==> config.mk <==
export PLATFORM = sky130hd
export DESIGN_NAME = pcdtf_update
export DESIGN_NICKNAME = d
export VERILOG_FILES = /design/src/rtl/core/per_channel_dead_time_filter_top_assert.svh /design/src/rtl/core/pcdtf_pkg.sv /design/src/rtl/core/pcdtf_update.sv
export SDC_FILE = /design/constraint.sdc
export NUM_CORES = 1
export LEC_CHECK = 0
export BUFFER_PORTS_ARGS = -buffer_cell sky130_fd_sc_hd__buf_4
export CORE_UTILIZATION = 49
export DETAILED_ROUTE_END_ITERATION = 6
export GPL_ROUTABILITY_DRIVEN = 1
export GPL_TIMING_DRIVEN = 1
export PLACE_DENSITY_LB_ADDON = 0.12
export SYNTH_ARGS = -nofsm -noshare
export SYNTH_HDL_FRONTEND = slang
export SYNTH_SLANG_ARGS = --single-unit
==> constraint.sdc <==
create_clock -name vclk -period 4.9
set_input_delay 0.98 -clock vclk [all_inputs]
set_output_delay 0.98 -clock vclk [all_outputs]
set_load 0.02 [all_outputs]
==> src/rtl/core/per_channel_dead_time_filter_top_assert.svh <==
// ----------------------------------------------------------------------------
// per_channel_dead_time_filter_top_assert
// Assertion macros for the dead-time filter; ASSERT_OFF leaves them empty.
// ----------------------------------------------------------------------------
`ifndef PER_CHANNEL_DEAD_TIME_FILTER_TOP_ASSERT_SVH
`define PER_CHANNEL_DEAD_TIME_FILTER_TOP_ASSERT_SVH

`ifndef ASSERT_OFF
// checked only while out of reset
`define PCDTF_ASSERT_RUN(lbl, clk_s, rstn_s, prop, msg) \
  lbl: assert property (@(posedge clk_s) disable iff (!rstn_s) prop) else $error(msg);
// checked on every edge, reset included
`define PCDTF_ASSERT_ALL(lbl, clk_s, prop, msg) \
  lbl: assert property (@(posedge clk_s) prop) else $error(msg);
`else
`define PCDTF_ASSERT_RUN(lbl, clk_s, rstn_s, prop, msg)
`define PCDTF_ASSERT_ALL(lbl, clk_s, prop, msg)
`endif

`endif

==> src/rtl/core/pcdtf_pkg.sv <==
// ----------------------------------------------------------------------------
// pcdtf_pkg
// Shared types and field widths of the per-channel dead-time filter.
// ----------------------------------------------------------------------------
package pcdtf_pkg;

  localparam int CHAN_W     = 8;
  localparam int HIT_TIME_W = 48;
  localparam int DEAD_W     = 32;
  localparam int TDATA_W    = 56;
  localparam int CFG_ADDR_W = 1;

  typedef enum logic [CFG_ADDR_W-1:0] {
    REG_DEAD_TIME   = 1'b0,
    REG_PARALYZABLE = 1'b1
  } cfg_reg_t;

  // decision of the update stage for one hit
  typedef struct packed {
    logic take;
    logic wr;
  } upd_ctl_t;

endpackage

==> src/rtl/core/pcdtf_update.sv <==
// ----------------------------------------------------------------------------
// pcdtf_update
// Accept decision and saturating new end of the dead interval for one hit.
// ----------------------------------------------------------------------------
module pcdtf_update #(
  parameter int TIME_W = 48
) (
  input  logic [TIME_W-1:0]            hit_t,
  input  logic [TIME_W-1:0]            end_t,
  input  logic                         end_vld,
  input  logic [pcdtf_pkg::DEAD_W-1:0] dead_len,
  input  logic                         paralyzable,
  output logic [TIME_W-1:0]            new_end,
  output pcdtf_pkg::upd_ctl_t          ctl
);
  import pcdtf_pkg::*;

  localparam int SUM_W = ((TIME_W > DEAD_W) ? TIME_W : DEAD_W) + 1;

  logic [SUM_W-1:0] sum;
  logic [SUM_W-1:0] max_ext;

  always_comb begin
    sum      = SUM_W'(hit_t) + SUM_W'(dead_len);
    max_ext  = SUM_W'({TIME_W{1'b1}});
    new_end  = (sum > max_ext) ? {TIME_W{1'b1}} : TIME_W'(sum);
    ctl.take = !end_vld || (hit_t > end_t);
    ctl.wr   = ctl.take || paralyzable;
  end

endmodule

### Word level (Yosys, flattened, before mapping)

Cells that the tools add are included.

| operators by class | value |
|---|---|
| reduce and logical (&&, ||, !) cells | 3 |
| add/subtract/negate cells | 1 |
| $lt $le $gt $ge | 2 |
| multiplexer cells | 1 |

Operators with widths:

| operator | count |
|---|---|
| $add 48x32->49 | 1 |
| $gt 49x48->1 const B | 1 |
| $gt 48x48->1 | 1 |
| $mux 48 | 1 |
| $logic_or 1x1->1 | 2 |
| $logic_not 1->1 | 1 |

| storage, ports and cells | value |
|---|---|
| register bits | 0 |

### Logic depth before layout (Yosys ltp)

Gate-level depths: netlist of run 1.

| logic depth | value |
|---|---|
| depth after elaboration | 3 |
| depth in mapped cells | 13 |
| mapped depth without buffers | 11 |

### Worst setup path after synthesis of run 1

OpenSTA, ideal clock, no wires.

| path | value |
|---|---|
| path kind | input to output |
| start point | in hit_t[9] |
| end point | out new_end[37] |
| cell stages on the path | 11 |
| arrival | 3252 ps |
| slack | 668 ps |
| required time | 3920 ps |
| path buffers | 2 |
| cell sequence | ha_1 buf_6 a21oi_4 a21oi_2 or3_1 a211o_1 a211oi_2 o31ai_2 buf_6 nor2b_4 a21oi_1 |

| on the way | value |
|---|---|
| word-level cells in the longest chain between the ends | 3 |

RTL lines:

| item | line | text |
|---|---|---|
| from (decl) | pcdtf_update.sv:8 | `input logic [TIME_W-1:0] hit_t,` |
| $add 48x32->49 * | pcdtf_update.sv:24 | `sum = SUM_W'(hit_t) + SUM_W'(dead_len);` |
| $gt 49x48->1 | pcdtf_update.sv:26 | `new_end = (sum > max_ext) ? {TIME_W{1'b1}} : TIME_W'(sum);` |
| $mux 48 * | pcdtf_update.sv:26 |  |
| to (decl) | pcdtf_update.sv:13 | `output logic [TIME_W-1:0] new_end,` |

Every way passes the cells marked *; elsewhere a longest branch is shown, timed or not.

### Worst setup path in the final report of run 1

| path | value |
|---|---|
| start point | in hit_t[0] |
| end point | out new_end[34] |

Same word-level chain as after synthesis.

==> metrics.cfg, run 1 <==
[die]
rows = 31
die_area_um2 = 7800
die_h_um = 88.3
pin_count = 180
core_um2 = 7210
initial_utilization = 0.506
die_w_um = 88.3

[drt]
detail_route.first_pass.iterations = 5
m1WireLength_mm = 4.93
final_antenna_net_count = 0
routed.top_layer = met4
route.detailed.drc = 0
vias = 4452
wl_met2_mm = 5.47
avgRoutedWirePerCell_um = 14.2
drt-total-wl_mm = 11.3
via_per_inst = 5.59
drtIter0Drc = 191
wl_met3_um = 714

[timing]
setup_viol = 0
setup_tns_ps = 0
fin_crit_sh = 0.960
slew_headroom = 0.649
period_needed_ps = 4700
hold_violations = 0
final_max_slew_viol_count = 0
fmax_mhz = 213
rsz0062_at_grt = false
tightest_slew_ps = 526

[worst_hold_path]
hp-start = paralyzable
holdPathEnd = ctl[0]
holdPathStages = 4
hp-class = in2out

[synth]
synth_top_area_frac = 0.274
seq_area_frac_synth = 0
yosysUniqueCellTypes = 64
synth_nets = 735
yosys-top-cells-area = ha_1 (27%), a21oi_1 (7.5%), a21o_1 (7.2%), inv_1 (6.6%), nand2_1 (5.3%)
yosys_warnings = 0
synth.largest_area_cell = ha_1
syn_inst = 524
synthesis.area_um2 = 3650
avgSynthCellArea_um2 = 6.97

[finish]
final_core_util = 0.705
final_cell_mix = buf_4 (186), ha_1 (80), inv_1 (64), a21oi_1 (54), nand2_1 (52)
layout-drive-gt1-share = 0.310
layout.nets = 910
layout_commonest_cell = buf_4
ff_latch_area_um2 = 0
instances_no_fill = 796
fillCellCount = 636
area_growth_pct = 39.2
nClkBuffers = 0
diodes = 0
seq_cell_count = 0

[place]
dp_hpwl_mm = 9.61
globalplace.congestion = 0.856
place_inst = 792
numPortBuffers = 180

[setup_path]
crit_fanout = 7
arrival_ps = 3720
crit_path_start_kind = input pin
crit_type = in2out
cp.required_ps = 3920
cp-end-kind = output pin

[pwr]
cellInternalPower_uw = 319
leakagePower_nw = 2.94
switching_share = 0.537
pwr-share-comb = 1.000
p_clk_frac = 0
power_uw = 690
p_switching_uw = 371
peakVddDrop_mv = 0.0732
p_per_area_nw_per_um2 = 136
seqPwrFrac = 0

[job]
max_cap_violations = 0

[status]
status = completed

[global_route]
grt_overflow_total = 0
grt_pass1_vias = 4142
grtUsageTotal = 0.268
grt_pass1_wl_mm = 17.3
antenna_found_initial = 0
grt_max_degree = 33

[clock_tree]
holdBufCountCts = 0

## routing by layer
| layer | global-route usage | up-vias |
|---|---|---|
| met5 | 0 | - |
| li1 | - | 2261 |
| met3 | 0.0215 | 20 |
| met4 | 0.0513 | 0 |
| met1 | 0.341 | 1997 |
| met2 | 0.494 | 174 |
## metrics by stage
| stage | hold slack (ps) | area, um^2 | worst slack (ps) |
|---|---|---|---|
| floorplan | 2090 | 3650 | 668 |
| global placement | 2260 | 5030 | 207 |
| finish | 2270 | 5080 | 195 |
| CTS | 2270 | 5030 | 54.4 |
| global route | 2290 | 5080 | 11.3 |
| detailed placement | 2270 | 5030 | 70.3 |
## cells in the mapped netlist (3+ instances only)
cell type	number
or3_1	3
a31oi_1	13
or2_2	5
o211ai_1	5
inv_1	64
o21bai_1	6
and3_1	9
ha_1	80
o21ai_0	10
a21o_2	4
xor2_1	14
a21o_1	35
buf_2	5
and4_1	4
nor2_1	31
nand4_1	15
nor2b_1	4
nand2b_1	7
a21oi_1	55
nor3_1	8
o21ai_1	9
nand3_1	13
xnor2_1	10
nand2_1	52
buf_6	3
a211o_1	4
o21a_1	3
and2_1	3
## kinds of logic (layout without fill, tap and decap cells)
kind of cell / count (synthesis) / after routing / share of synthesized area
AND/OR/NAND/NOR: 170 / 171 / 0.242
AO/OA/AOI/OAI: 170 / 170 / 0.320
adder cells (fa/ha/maj): 81 / 81 / 0.280
buffers and inverters: 78 / 250 / 0.0990
multiplexers: 1 / 1 / 0.00274
XOR/XNOR: 24 / 24 / 0.0576
## area by class of cell
cell class	instances	area [um^2]	share of cell area
timing repair buffer	186	1400	0.275
inverter	64	240	0.0472
tap	99	124	0.0244
multi-input combinational	447	3320	0.654
## what timing repair did
action | CTS | global route
resized for setup | 0 | 3
buffers inserted | 0 | 3
setup endpoints to repair | 0 | 36
## power groups by stage
stage,clock (mW),combinational (mW),sequential (mW)
after global placement,0,0.666,0
after floorplan,0,0.423,0
after global routing,0,0.756,0
after CTS,0,0.682,0
final,0,0.690,0
after detailed placement,0,0.679,0
## worst max-delay path, cell delays in order
cell and delay (ps):
buf_4 80, ha_1 190, inv_1 70, fa_1 390, nand2b_1 180, a21oi_1 300
o2111ai_2 170, nand2_2 160, a221oi_2 100, a21oi_2 360, and2_1 390, a41oi_1 160
buf_4 180
## how the worst max path moves through the flow
stage,cells past startpoint,end,from,slack [ps]
after floorplan,11,new_end[37],hit_t[9],670
after global routing,13,new_end[34],hit_t[0],10
after CTS,13,new_end[29],hit_t[0],50
after global placement,13,new_end[35],hit_t[0],210
after detailed placement,13,new_end[29],hit_t[0],70
final,13,new_end[34],hit_t[0],200
No activity file was read; power rests on OpenSTA's default activity.
==> run 2: changes to the inputs <==
Clock period 4.9 ns to 5.3 ns, I/O delays scaled along.
==> run 2 against run 1 <==
Against the previous run: combinational power down 8.3%; critical path depth unchanged; setup slack better by 190 ps; critical path type unchanged; highest routed layer unchanged.
==> metrics.cfg, run 2 (synthesized netlist as in run 1, its figures left out) <==
[status]
status = completed

[timing]
tightest_slew_ps = 607
finalWorstSetupSlack_ps = 381
period_needed_ps = 4920
hold_violations = 0
fmax_mhz = 203
fin_crit_sh = 0.928
fin_hold_ws_ps = 2420
slew_headroom = 0.595
setup_viol = 0
rsz0062_at_grt = false
setup_tns_ps = 0
final_max_slew_viol_count = 0

[setup_path]
cp.required_ps = 4240
crit_fanout = 32
arrival_ps = 3860
cp-end-kind = output pin
crit_path_start_kind = input pin
crit_type = in2out

[finish]
diodes = 0
layout.nets = 906
layout-drive-gt1-share = 0.304
nClkBuffers = 0
layout_commonest_cell = buf_4
final_core_util = 0.697
area_growth_pct = 37.7
final_cell_mix = buf_4 (183), ha_1 (80), inv_1 (64), a21oi_1 (55), nand2_1 (52)
instances_no_fill = 792
ff_latch_area_um2 = 0
seq_cell_count = 0
final_cell_area_um2 = 5030

[pwr]
leakagePower_nw = 2.92
peakVddDrop_mv = 0.0674
p_per_area_nw_per_um2 = 126
power_uw = 633

[drt]
detail_route.first_pass.iterations = 4
route.detailed.drc = 0
avgRoutedWirePerCell_um = 13.8
drtIter0Drc = 199
drt-total-wl_mm = 10.9
via_per_inst = 5.59
vias = 4428
final_antenna_net_count = 0

[clock_tree]
holdBufCountCts = 0
cts_setup_buffers = 0
ctsResizeCount = 0

[place]
pre_cts_ws_ps = 379
globalplace.congestion = 0.846
place_inst = 792
place_area_um2 = 5030
numPortBuffers = 180
dp_hpwl_mm = 9.65

[global_route]
grt_pass1_vias = 4108
antenna_found_initial = 0
grtUsageTotal = 0.269
grt_max_degree = 33
grt_pass1_wl_mm = 17.3
grt_overflow_total = 0

[worst_hold_path]
hp-class = in2out

[die]
pin_count = 180
core_um2 = 7210
die_w_um = 88.3
die_area_um2 = 7800
die_h_um = 88.3
initial_utilization = 0.506
rows = 31

[job]
max_cap_violations = 0

## run 2: layout make-up
| cell class | count | area (um^2) |
|---|---|---|
| Tap cell | 99 | 124 |
| Fill cell | 675 | 2190 |
| Timing Repair Buffer | 183 | 1370 |
| Inverter | 64 | 240 |
| Multi-Input combinational cell | 446 | 3290 |
## run 2: report_power, final
group | internal [mW] | leakage (nW) | switching [mW] | total [mW]
Clock | 0 | 0 | 0 | 0
Sequential | 0 | 0 | 0 | 0
Combinational | 0.295 | 2.92 | 0.337 | 0.633
Total | 0.295 | 2.92 | 0.337 | 0.633
## run 2: final timing paths
kind,slack [ps],from,endpoint,depth (start not counted)
max,380,hit_t[0],new_end[29],13
min,2420,paralyzable,ctl[0],4
## run 2: metal layers
layer	routed length, um	vias to the layer above	track usage
li1	-	2249	-
met4	195	0	0.0630
met1	4700	1993	0.340
met3	661	20	0.0252
met5	0	-	0
met2	5380	166	0.490
## run 2: worst max-delay path: stages
cell	delay, ps
buf_4	80
ha_1	170
inv_1	60
fa_1	390
nand2b_1	180
a21oi_1	280
o2111ai_2	170
nand2_2	160
a221oi_2	100
a21oi_1	280
nand4_4	480
o21ai_1	260
buf_4	180
